==> config.mk <==
export PLATFORM = sky130hd
export DESIGN_NAME = console_line_editor
export DESIGN_NICKNAME = d
export VERILOG_FILES = /design/src/hdl/cle_pkg.sv /design/src/hdl/cle_ctrl.sv /design/src/hdl/cle_dpath.sv /design/src/hdl/console_line_editor.sv
export SDC_FILE = /design/constraint.sdc
export NUM_CORES = 1
export LEC_CHECK = 0
export BUFFER_PORTS_ARGS = -buffer_cell sky130_fd_sc_hd__clkbuf_2
export CAP_MARGIN = 10
export CORE_MARGIN = 2
export CORE_UTILIZATION = 57
export DETAILED_ROUTE_END_ITERATION = 12
export PLACE_DENSITY = 0.75
export SKIP_CTS_REPAIR_TIMING = 1
export SYNTH_ARGS = -nofsm -noshare
export SYNTH_HDL_FRONTEND = slang
export SYNTH_HIERARCHICAL = 1
export SYNTH_SLANG_ARGS = --single-unit
==> constraint.sdc <==
create_clock -name i_clk -period 4.25 [get_ports i_clk]
set_input_delay 0.425 -clock i_clk [delete_from_list [all_inputs] [get_ports i_clk]]
set_output_delay 0.425 -clock i_clk [all_outputs]
set_load 0.1 [all_outputs]
==> src/hdl/cle_pkg.sv <==
// Shared types, constants and helpers for the console line editor.
package cle_pkg;

    localparam int LINE_DEPTH = 32;
    localparam int IDX_W      = $clog2(LINE_DEPTH);
    localparam int CNT_W      = 5;
    localparam int CFG_W      = 6;
    localparam int CAP_LIMIT  = (LINE_DEPTH - 1 > 31) ? 31 : LINE_DEPTH - 1;
    localparam int ERASE_LEN  = 7;

    localparam logic [CNT_W-1:0] CAP_MAX   = CNT_W'(CAP_LIMIT);
    localparam logic [CFG_W-1:0] BS_RESET  = CFG_W'(32);
    localparam logic [CFG_W-1:0] BS_DEPTH  = CFG_W'(LINE_DEPTH);

    localparam logic [7:0] CH_ESC      = 8'h1B;
    localparam logic [7:0] CH_CR       = 8'h0D;
    localparam logic [7:0] CH_DEL      = 8'h7F;
    localparam logic [7:0] CH_PRINT_LO = 8'h20;
    localparam logic [7:0] CH_PRINT_HI = 8'h7E;
    localparam logic [7:0] CH_LBRACKET = 8'h5B;
    localparam logic [7:0] CH_D        = 8'h44;
    localparam logic [7:0] CH_SPACE    = 8'h20;

    typedef enum logic [1:0] {
        KIND_ECHO   = 2'd0,
        KIND_CHAR   = 2'd1,
        KIND_DONE   = 2'd2,
        KIND_CANCEL = 2'd3
    } t_kind;

    typedef enum logic [2:0] {
        ST_IDLE,
        ST_DISPATCH,
        ST_ERASE,
        ST_CR_CHAR,
        ST_CR_DONE
    } t_state;

    typedef enum logic [2:0] {
        SRC_ECHO_RX,
        SRC_ERASE,
        SRC_CHAR,
        SRC_DONE,
        SRC_CANCEL
    } t_src;

    typedef struct packed {
        logic take_in;
        logic out_load;
        t_src src;
        logic cnt_clr;
        logic cnt_inc;
        logic cnt_dec;
        logic idx_clr;
        logic idx_inc;
    } t_cmd;

    typedef struct packed {
        logic is_esc;
        logic is_cr;
        logic is_del;
        logic is_print;
        logic cnt_zero;
        logic has_room;
        logic out_free;
        logic char_last;
        logic erase_last;
    } t_status;

    // Cursor-back, blank, cursor-back sequence sent for a delete.
    function automatic logic [7:0] erase_byte(input logic [2:0] pos);
        logic [7:0] b;
        unique case (pos)
            3'd0, 3'd4: b = CH_ESC;
            3'd1, 3'd5: b = CH_LBRACKET;
            3'd2, 3'd6: b = CH_D;
            3'd3:       b = CH_SPACE;
            default:    b = 8'h00;
        endcase
        return b;
    endfunction

endpackage

==> src/hdl/cle_ctrl.sv <==
// Controller state machine of the console line editor.
module cle_ctrl (
    input  logic             i_clk,
    input  logic             i_rst_n,
    input  logic             i_in_valid,
    output logic             o_in_ready,
    input  cle_pkg::t_status i_status,
    output cle_pkg::t_cmd    o_cmd
);

    cle_pkg::t_state r_state;
    cle_pkg::t_state n_state;

    always_ff @(posedge i_clk) begin
        if (!i_rst_n) begin
            r_state <= cle_pkg::ST_IDLE;
        end else begin
            r_state <= n_state;
        end
    end

    always_comb begin
        n_state    = r_state;
        o_in_ready = 1'b0;
        o_cmd      = '0;
        o_cmd.src  = cle_pkg::SRC_ECHO_RX;
        unique case (r_state)
            cle_pkg::ST_IDLE: begin
                o_in_ready    = 1'b1;
                o_cmd.take_in = i_in_valid;
                if (i_in_valid) begin
                    n_state = cle_pkg::ST_DISPATCH;
                end
            end
            cle_pkg::ST_DISPATCH: begin
                // wait for a free output slot, then act on the byte
                if (i_status.out_free) begin
                    n_state = cle_pkg::ST_IDLE;
                    if (i_status.is_esc) begin
                        o_cmd.out_load = 1'b1;
                        o_cmd.src      = cle_pkg::SRC_CANCEL;
                        o_cmd.cnt_clr  = 1'b1;
                    end else if (i_status.is_cr) begin
                        o_cmd.idx_clr = 1'b1;
                        n_state = i_status.cnt_zero ? cle_pkg::ST_CR_DONE
                                                    : cle_pkg::ST_CR_CHAR;
                    end else if (i_status.is_del) begin
                        if (!i_status.cnt_zero) begin
                            o_cmd.cnt_dec = 1'b1;
                            o_cmd.idx_clr = 1'b1;
                            n_state       = cle_pkg::ST_ERASE;
                        end
                    end else if (i_status.is_print && i_status.has_room) begin
                        o_cmd.out_load = 1'b1;
                        o_cmd.src      = cle_pkg::SRC_ECHO_RX;
                        o_cmd.cnt_inc  = 1'b1;
                    end
                end
            end
            cle_pkg::ST_ERASE: begin
                if (i_status.out_free) begin
                    o_cmd.out_load = 1'b1;
                    o_cmd.src      = cle_pkg::SRC_ERASE;
                    if (i_status.erase_last) begin
                        n_state = cle_pkg::ST_IDLE;
                    end else begin
                        o_cmd.idx_inc = 1'b1;
                    end
                end
            end
            cle_pkg::ST_CR_CHAR: begin
                if (i_status.out_free) begin
                    o_cmd.out_load = 1'b1;
                    o_cmd.src      = cle_pkg::SRC_CHAR;
                    if (i_status.char_last) begin
                        n_state = cle_pkg::ST_CR_DONE;
                    end else begin
                        o_cmd.idx_inc = 1'b1;
                    end
                end
            end
            cle_pkg::ST_CR_DONE: begin
                if (i_status.out_free) begin
                    o_cmd.out_load = 1'b1;
                    o_cmd.src      = cle_pkg::SRC_DONE;
                    o_cmd.cnt_clr  = 1'b1;
                    n_state        = cle_pkg::ST_IDLE;
                end
            end
            default: begin
                n_state = cle_pkg::ST_IDLE;
            end
        endcase
    end

endmodule

==> src/hdl/cle_dpath.sv <==
// Datapath of the console line editor: line store, counters and output register.
module cle_dpath (
    input  logic                        i_clk,
    input  logic                        i_rst_n,
    input  logic                        i_cfg_we,
    input  logic [cle_pkg::CFG_W-1:0]   i_cfg_wdata,
    input  logic [7:0]                  i_rx_byte,
    input  cle_pkg::t_cmd               i_cmd,
    output cle_pkg::t_status            o_status,
    output logic                        o_out_valid,
    input  logic                        i_out_ready,
    output logic [1:0]                  o_out_kind,
    output logic [7:0]                  o_out_byte,
    output logic [cle_pkg::CNT_W-1:0]   o_out_len,
    output logic                        o_out_last
);

    logic [cle_pkg::CFG_W-1:0] r_bsize;
    logic [7:0]                r_rx;
    logic [cle_pkg::CNT_W-1:0] r_count;
    logic [cle_pkg::CNT_W-1:0] n_count;
    logic [cle_pkg::CNT_W-1:0] r_idx;
    logic [cle_pkg::CNT_W-1:0] n_idx;
    logic [cle_pkg::CNT_W-1:0] w_cap;
    logic [cle_pkg::CNT_W-1:0] w_idx_next;
    logic [7:0]                r_rd_data;
    logic [7:0]                r_mem [cle_pkg::LINE_DEPTH];

    logic                      r_out_valid;
    cle_pkg::t_kind            r_out_kind;
    logic [7:0]                r_out_byte;
    logic [cle_pkg::CNT_W-1:0] r_out_len;
    logic                      r_out_last;
    logic                      w_out_free;

    always_ff @(posedge i_clk) begin
        if (!i_rst_n) begin
            r_bsize <= cle_pkg::BS_RESET;
        end else if (i_cfg_we) begin
            r_bsize <= i_cfg_wdata;
        end
    end

    // usable characters: buffer size less one, clipped to the store
    always_comb begin
        if (r_bsize == '0) begin
            w_cap = '0;
        end else if (r_bsize > cle_pkg::BS_DEPTH) begin
            w_cap = cle_pkg::CAP_MAX;
        end else begin
            w_cap = cle_pkg::CNT_W'(r_bsize - cle_pkg::CFG_W'(1));
        end
    end

    always_ff @(posedge i_clk) begin
        if (i_cmd.take_in) begin
            r_rx <= i_rx_byte;
        end
    end

    always_comb begin
        n_count = r_count;
        if (i_cmd.cnt_clr) begin
            n_count = '0;
        end else if (i_cmd.cnt_inc) begin
            n_count = r_count + cle_pkg::CNT_W'(1);
        end else if (i_cmd.cnt_dec) begin
            n_count = r_count - cle_pkg::CNT_W'(1);
        end
    end

    assign w_idx_next = r_idx + cle_pkg::CNT_W'(1);

    always_comb begin
        n_idx = r_idx;
        if (i_cmd.idx_clr) begin
            n_idx = '0;
        end else if (i_cmd.idx_inc) begin
            n_idx = w_idx_next;
        end
    end

    always_ff @(posedge i_clk) begin
        if (!i_rst_n) begin
            r_count <= '0;
            r_idx   <= '0;
        end else begin
            r_count <= n_count;
            r_idx   <= n_idx;
        end
    end

    // read data always tracks the entry at the running index
    always_ff @(posedge i_clk) begin
        if (i_cmd.cnt_inc) begin
            r_mem[r_count[cle_pkg::IDX_W-1:0]] <= r_rx;
        end
        r_rd_data <= r_mem[n_idx[cle_pkg::IDX_W-1:0]];
    end

    assign w_out_free = !r_out_valid || i_out_ready;

    always_ff @(posedge i_clk) begin
        if (!i_rst_n) begin
            r_out_valid <= 1'b0;
        end else if (i_cmd.out_load) begin
            r_out_valid <= 1'b1;
        end else if (i_out_ready) begin
            r_out_valid <= 1'b0;
        end
    end

    always_ff @(posedge i_clk) begin
        if (i_cmd.out_load) begin
            r_out_len  <= '0;
            r_out_byte <= '0;
            r_out_last <= 1'b1;
            case (i_cmd.src)
                cle_pkg::SRC_ECHO_RX: begin
                    r_out_kind <= cle_pkg::KIND_ECHO;
                    r_out_byte <= r_rx;
                end
                cle_pkg::SRC_ERASE: begin
                    r_out_kind <= cle_pkg::KIND_ECHO;
                    r_out_byte <= cle_pkg::erase_byte(r_idx[2:0]);
                    r_out_last <= o_status.erase_last;
                end
                cle_pkg::SRC_CHAR: begin
                    r_out_kind <= cle_pkg::KIND_CHAR;
                    r_out_byte <= r_rd_data;
                    r_out_last <= 1'b0;
                end
                cle_pkg::SRC_DONE: begin
                    r_out_kind <= cle_pkg::KIND_DONE;
                    r_out_len  <= r_count;
                end
                default: begin
                    r_out_kind <= cle_pkg::KIND_CANCEL;
                end
            endcase
        end
    end

    always_comb begin
        o_status.is_esc     = (r_rx == cle_pkg::CH_ESC);
        o_status.is_cr      = (r_rx == cle_pkg::CH_CR);
        o_status.is_del     = (r_rx == cle_pkg::CH_DEL);
        o_status.is_print   = (r_rx >= cle_pkg::CH_PRINT_LO) &&
                              (r_rx <= cle_pkg::CH_PRINT_HI);
        o_status.cnt_zero   = (r_count == '0);
        o_status.has_room   = (r_count < w_cap);
        o_status.out_free   = w_out_free;
        o_status.char_last  = (w_idx_next == r_count);
        o_status.erase_last = (r_idx == cle_pkg::CNT_W'(cle_pkg::ERASE_LEN - 1));
    end

    assign o_out_valid = r_out_valid;
    assign o_out_kind  = r_out_kind;
    assign o_out_byte  = r_out_byte;
    assign o_out_len   = r_out_len;
    assign o_out_last  = r_out_last;

    a_load_free: assert property (@(posedge i_clk) disable iff (!i_rst_n)
        i_cmd.out_load |-> w_out_free)
        else $error("result loaded over one not yet taken");

    a_count_cap: assert property (@(posedge i_clk) disable iff (!i_rst_n)
        r_count <= cle_pkg::CAP_MAX)
        else $error("character count beyond store");

    a_done_clears: assert property (@(posedge i_clk) disable iff (!i_rst_n)
        (i_cmd.out_load && (i_cmd.src == cle_pkg::SRC_DONE ||
                            i_cmd.src == cle_pkg::SRC_CANCEL)) |=> (r_count == '0))
        else $error("line not cleared after done or cancel");

    a_char_in_line: assert property (@(posedge i_clk) disable iff (!i_rst_n)
        (i_cmd.out_load && i_cmd.src == cle_pkg::SRC_CHAR) |-> (r_idx < r_count))
        else $error("line character read beyond count");

endmodule

==> src/hdl/console_line_editor.sv <==
// Top level of the console line editor: controller plus datapath.
//
// Usage:
//   s_axis carries one received console byte per beat in tdata[7:0].
//   m_axis carries result beats: tuser is the kind (echo, line character,
//   line done, line cancelled), tdata holds the byte and the line length,
//   and tlast marks the final result caused by one received byte.
//   i_cfg_we / i_cfg_wdata write the buffer size; write it only while idle.
// Timing:
//   A byte is taken only in the idle state and is then acted on in the dispatch
//   step of the controller. A printable byte with room in the line, or ESC, loads
//   its result into the output register from dispatch; an ignored byte or a delete
//   on an empty line loads none. For DEL and CR the erase or carriage-return steps
//   that follow dispatch load the seven erase bytes, or the line characters and
//   the done beat, one result leaving per cycle while the output side takes every
//   beat.
// Reset:
//   The line is emptied and the buffer size returns to 32; store contents
//   are left as they were and are never read before being written.
// Back-pressure:
//   While m_axis_tready is low the result waits in the output register and
//   the controller holds; a new byte may be taken while a final result waits.
module console_line_editor (
    input  logic        i_clk,
    input  logic        i_rst_n,
    // configuration: buffer size
    input  logic        i_cfg_we,
    input  logic [5:0]  i_cfg_wdata,
    // received bytes
    input  logic        s_axis_tvalid,
    output logic        s_axis_tready,
    input  logic [7:0]  s_axis_tdata,   // [7:0] rx_byte
    // results
    output logic        m_axis_tvalid,
    input  logic        m_axis_tready,
    output logic [15:0] m_axis_tdata,   // [7:0] out_byte, [12:8] line_length, rest zero
    output logic [1:0]  m_axis_tuser,   // [1:0] kind
    output logic        m_axis_tlast
);

    cle_pkg::t_cmd              w_cmd;
    cle_pkg::t_status           w_status;
    logic [7:0]                 w_out_byte;
    logic [cle_pkg::CNT_W-1:0]  w_out_len;

    // sequence each byte's work
    cle_ctrl u_ctrl (
        .i_clk      (i_clk),
        .i_rst_n    (i_rst_n),
        .i_in_valid (s_axis_tvalid),
        .o_in_ready (s_axis_tready),
        .i_status   (w_status),
        .o_cmd      (w_cmd)
    );

    // hold the line and drive the result register
    cle_dpath u_dpath (
        .i_clk       (i_clk),
        .i_rst_n     (i_rst_n),
        .i_cfg_we    (i_cfg_we),
        .i_cfg_wdata (i_cfg_wdata),
        .i_rx_byte   (s_axis_tdata),
        .i_cmd       (w_cmd),
        .o_status    (w_status),
        .o_out_valid (m_axis_tvalid),
        .i_out_ready (m_axis_tready),
        .o_out_kind  (m_axis_tuser),
        .o_out_byte  (w_out_byte),
        .o_out_len   (w_out_len),
        .o_out_last  (m_axis_tlast)
    );

    // pack byte and length, pad to whole bytes
    assign m_axis_tdata = {3'b000, w_out_len, w_out_byte};

endmodule
# Word-level counts from Yosys, hierarchy flattened
# Memories as Yosys holds them, arrays and structs flattened. A register that Yosys moved wholly into a read port is not among the register bits.
# Index checks and enable logic that the tools add are counted.
dict set report word_totals {
  mem_bits_rw 256
  output_inout_bits 21
  regBits 44
  in_bits 19
  n_memories 1
}
dict set report classes {
  add_sub_neg 4
  bitwise 1
  muxes 53
  eq_ne 25
  reduce_logical 17
  order_cmp 4
}
# memory words word_bits read_ports rd_clocked_by_memory_dff wr line
set mem_list {}
lappend mem_list {u_dpath.r_mem 32 8 1 1 1 cle_dpath.sv:27} ;# logic [7:0] r_mem [cle_pkg::LINE_DEPTH];
# operator count
set op_table {}
lappend op_table {{$mux W3} 12}
lappend op_table {{$mux W5} 7}
lappend op_table {{$pmux W7 S4} 1}
lappend op_table {{$mux W4} 6}
lappend op_table {{$pmux W8 S3} 1}
lappend op_table {{$eq A3 B2 Y1 const B} 6}
lappend op_table {{$pmux W4 S4} 1}
lappend op_table {{$pmux W3 S5} 1}
lappend op_table {{$mux W1} 14}
lappend op_table {{$eq A3 B3 Y1 const B} 4}
lappend op_table {{$ne A2 B1 Y1 const B} 6}
lappend op_table {{$add A5 B1 Y5 const B} 2}
lappend op_table {{$mux W2} 5}
lappend op_table {{$reduce_or A2 Y1} 5}
lappend op_table {{$sub A5 B1 Y5 const B} 2}
lappend op_table {{$eq A3 B1 Y1 const B} 3}
lappend op_table {{$logic_not A3 Y1} 3}
lappend op_table {{$eq A8 B4 Y1 const B} 1}
lappend op_table {{$eq A8 B5 Y1 const B} 1}
lappend op_table {{$eq A8 B7 Y1 const B} 1}
lappend op_table {{$ge A8 B6 Y1 const B} 1}
lappend op_table {{$le A8 B7 Y1 const B} 1}
lappend op_table {{$mux W8} 1}
lappend op_table {{$reduce_and A7 Y1} 1}
lappend op_table {{14 further kinds} 18}

# Depth between registers and ports, before layout
dict set report logic_depth {
  word_depth 14
  mapped_depth 21
}

# Cells and area by module
# Netlist, hierarchy kept.
# module area_per_inst_um2 cells_per_inst n_inst
set modules_own_cells {}
lappend modules_own_cells {cle_dpath 14249.9 1137 1}
lappend modules_own_cells {cle_ctrl 384.1 53 1}
lappend modules_own_cells {console_line_editor 26.3 4 1}

# Worst setup path after synthesis
# No wires, ideal clock.
dict set report synth_timing {
  path_type {reg-to-reg}
  start {register u_dpath/r_idx[0] in the netlist's numbering}
  end {register u_dpath.r_rd_data[3] (read register of u_dpath.r_mem)}
  stages_incl_launch_ff 22
  setup_slack_ns 0.167
  n_path_buf 8
  setup_ns 0.116
  arrival_ns 3.967
  synth_period_minus_slack_ns 4.083
  path_cell_list {dfxtp_1 buf_6 inv_2 buf_2 buf_1 ha_1 clkbuf_1 buf_2 xnor2_1 nand3_1 nor3_1 mux2_2 nor4_1 buf_6 buf_6 nand4_4 xor2_2 buf_2 nand4_2 a221oi_1 a31oi_1 and4_1}
}
# element line
set synth_lines {}
lappend synth_lines {{from (decl)} cle_dpath.sv:22} ;# logic [cle_pkg::CNT_W-1:0] r_idx;
lappend synth_lines {{from (signal assigned)} cle_dpath.sv:89} ;# r_idx <= n_idx;
lappend synth_lines {{to (decl)} cle_dpath.sv:26} ;# logic [7:0] r_rd_data;

==> run summary <==
- **via density per instance** 6.61
- **portion of the clock cycle consumed by the worst path in the final layout** 97.0%
- **vertical die dimension** 164 um
- **area of the placeable core** 25200 sq um
- **worst min-delay path startpoint** s_axis_tdata[5]
- **cell taking the most area after synthesis** sky130_fd_sc_hd__edfxtp_1
- **Worst setup EP type** flop
- **worst r2r src** u_dpath/r_rx[5]
- **via count** 10700
- **count of state elements after synthesis** 308
- **post-detailed-placement half-perimeter wirelength** 24400 um
- **Critical Path Source Type** flop
- **average cell area after synthesis** 12.3 sq um
- **largest driver fanout on the critical path** 33
- **maximum number of pins on one net before global-route repair** 67
- **timing-limited maximum frequency** 242 MHz
- **critical path class** reg2reg
- **Setup Slack @ Placement** 335 ps
- **synthesis warning total** 6
- **Hold/Removal Path Class** in2reg
- **source-to-sink clock delay at the later pin of the worst-skew pair** 570 ps
- **Slew Limit Fails** 0
- **top cell types by occurrence after synthesis** 280 x sky130_fd_sc_hd__edfxtp_1, 109 x sky130_fd_sc_hd__o21ai_0, 94 x sky130_fd_sc_hd__nor2_1
- **Final min period** 4120 ps
- **Clock Skew** 14.7 ps
- **timing startpoint of the critical path** u_dpath/r_rx[5]
- **leading cell type by number of instances after synthesis** sky130_fd_sc_hd__edfxtp_1
- **data required time at the worst endpoint** 4690 ps
- **leakage power** 5.48 nW
- **part of the Yosys area used for sequential elements** 61.2%
- **number of buffers added on ports** 36
- **most frequently used flop master after synthesis** sky130_fd_sc_hd__edfxtp_1
- **final global-route overflow total** 0
- **Layout Cell Area excl Fill** 16500 sq um
- **master cell of the clock root buffer** sky130_fd_sc_hd__clkbuf_16
- **Initial Utilization** 58.2%
- **unrepaired setup endpoints after global routing** false
- **total number of placement rows** 58
- **synth-to-layout area growth** 12.5%
- **sink count of the clock tree** 308
- **final worst-path setup slack** 126 ps
- **final estimated routing congestion in global placement** 0.941
- **count of nets after finishing** 1289
- **TritonCTS clock tree** done
- **final core utilization** 65.5%
- **share of final-layout standard cells stronger than drive strength 1** 16.7%
- **Total Power** 6.96 mW
- **length of the first detailed-routing pass in iterations** 5
- **total negative setup slack** 0 ps
- **number of top-level pins** 40
- **number of enable flip-flop cells after synthesis** 280
- **area of the mapped netlist** 14700 sq um
- **maximum vdd drop** 0.344 mV
- **setup violation total in the final timing report** 0
- **total die area** 27000 sq um
- **instance count of the mapped netlist** 1194
- **max_slew headroom** 46.8%
- **async set or reset register ratio after synthesis** 0%
- **vias in the first global route** 10000
- **floorplan die width** 164 um
- **starting DRC count in detailed routing** 1522
- **total routing resource utilization after global routing** 28.3%
- **number of distinct library cell variants in the gate-level netlist after synthesis** 79
- **final routed wirelength across all metal layers** 38100 um
- **Reg clk slew, reported paths** 60 ps
- **cell types with the largest area share after synthesis** sky130_fd_sc_hd__edfxtp_1 57%, sky130_fd_sc_hd__dfxtp_1 3.8%, sky130_fd_sc_hd__o21ai_0 3.7%, sky130_fd_sc_hd__mux2i_1 2.9%, sky130_fd_sc_hd__nor2_1 2.4%
- **Final Hold Viols** 0
- **first-pass GRT wire length** 58000 um
- **MaxCap Viol Count** 0
- **average wire per cell in the routed design** 23.7 um
- **area of placed instances** 15500 sq um
- **slew at the pin with the worst max-slew slack** 791 ps
- **drt drc** 0
- **buffer depth of the longest clock path** 3
- **number of clock buffers inserted by TritonCTS** 31
- **crit path DAT** 4560 ps
- **H-tree depth** 1
- **Pwr per Cell Area** 422 nW/um^2
- **antenna violations before repair** 0
- **fraction of synthesized cell area taken by the top area cell type** 57.4%
- **run status** finished, final reports clean
- **number of nets still failing antenna checks after routing** 0
[kinds of logic (layout without fill, tap and decap cells)]
kind of cell	after synthesis	count (layout)	synth area share, %
xor gates and xnor gates	17	17	1.25
buffers and inverters	114	197	3.87
DFF	308	308	61.2
adders and majority gates	17	17	1.47
and+or+nand+nor	338	338	12.2
other	1	4	0.0256
AOI/OAI and AO/OA	338	338	15.4
muxes	61	61	4.67
[per-layer routing]
layer / vias to the layer above / global-route usage, % / routed length (um)
met2: 634 / 44.4 / 17400
met3: 106 / 4.92 / 3910
met1: 5190 / 40.1 / 15300
met5: - / 0 / 0
met4: 0 / 10.6 / 1480
li1: 4720 / - / -
[area by class of cell]
type	instances	area (sq um)
inverters	17	63.8
diodes	1	2.50
fillers	1821	8690
flip-flops and latches	308	8970
clock inverters	14	150
repair buffers	123	883
multi-input cells	774	5150
clock buffers	43	861
well taps	330	413
[registers in the layout, indices dropped and copies added, names as in the netlist]
name and flops:
u_dpath/r_idx 5, u_dpath/r_mem 256, u_dpath/o_out_kind 2, u_dpath/r_bsize 6
u_dpath/o_out_byte 8, u_dpath/r_rd_data 8, u_ctrl/r_state 3, u_dpath/o_out_len 5
u_dpath/r_count 5, u_dpath/o_out_valid 1, u_dpath/o_out_last 1, u_dpath/r_rx 8
[stage by stage]
step | hold slack, ps | cells
finish | 39.5 | 1610
floorplan | 507 | 1196
CTS | 23.9 | 1609
global route | 32.1 | 1609
detailed placement | 545 | 1552
global placement | 530 | 1552
[worst max-delay path, stage by stage (launching register included)]
cell,delay [ps]
sky130_fd_sc_hd__edfxtp_1,610
sky130_fd_sc_hd__nor2_1,240
sky130_fd_sc_hd__nand3b_1,140
sky130_fd_sc_hd__nor4_1,520
sky130_fd_sc_hd__buf_4,240
sky130_fd_sc_hd__a21oi_1,60
sky130_fd_sc_hd__nor2_4,220
sky130_fd_sc_hd__buf_4,410
sky130_fd_sc_hd__nor2b_1,110
sky130_fd_sc_hd__mux2i_1,270
sky130_fd_sc_hd__nand4_2,280
sky130_fd_sc_hd__buf_4,260
sky130_fd_sc_hd__a221o_1,310
sky130_fd_sc_hd__o2111ai_1,210
sky130_fd_sc_hd__nor4_1,80
[cells in the final DEF (no fill, tap or decap), types with 9 or more instances in the layout]
cell type,instances
sky130_fd_sc_hd__o21ai_0,109
sky130_fd_sc_hd__or3_1,11
sky130_fd_sc_hd__a311oi_1,14
sky130_fd_sc_hd__a221oi_1,15
sky130_fd_sc_hd__o22ai_1,21
sky130_fd_sc_hd__mux2_2,12
sky130_fd_sc_hd__a31oi_1,12
sky130_fd_sc_hd__a21oi_1,29
sky130_fd_sc_hd__edfxtp_1,280
sky130_fd_sc_hd__nand2_1,79
sky130_fd_sc_hd__dfxtp_1,27
sky130_fd_sc_hd__buf_4,83
sky130_fd_sc_hd__o2111ai_1,9
sky130_fd_sc_hd__nand3_1,29
sky130_fd_sc_hd__clkbuf_2,36
sky130_fd_sc_hd__inv_1,15
sky130_fd_sc_hd__nor2b_1,11
sky130_fd_sc_hd__nor3b_1,29
sky130_fd_sc_hd__nor2_1,92
sky130_fd_sc_hd__clkbuf_16,31
sky130_fd_sc_hd__o211a_1,9
sky130_fd_sc_hd__nand2b_1,11
sky130_fd_sc_hd__nor3_1,18
sky130_fd_sc_hd__o21a_1,10
sky130_fd_sc_hd__mux2i_1,43
sky130_fd_sc_hd__o211ai_1,45
sky130_fd_sc_hd__nand3b_1,10
sky130_fd_sc_hd__o21ai_1,11
sky130_fd_sc_hd__a211oi_1,13
sky130_fd_sc_hd__and2_1,15
sky130_fd_sc_hd__ha_1,14
[path summary, 6_finish.rpt]
kind | to | slack (ps) | depth (start not counted)
worst min register to register | u_dpath/r_bsize[1] | 550 | 2
worst min-delay path | u_dpath/r_rx[5] | 40 | 1
worst max register to register | u_dpath/r_rd_data[1] | 130 | 14
worst max-delay path | u_dpath/r_rd_data[1] | 130 | 14
[where the power goes]
part / total (mW) / switching (mW) / internal [mW]
registers: 3.53 / 0.0740 / 3.46
logic: 0.733 / 0.544 / 0.190
clock network: 2.69 / 1.11 / 1.59
total: 6.96 / 1.72 / 5.24
(Power assumes the default switching activity.)
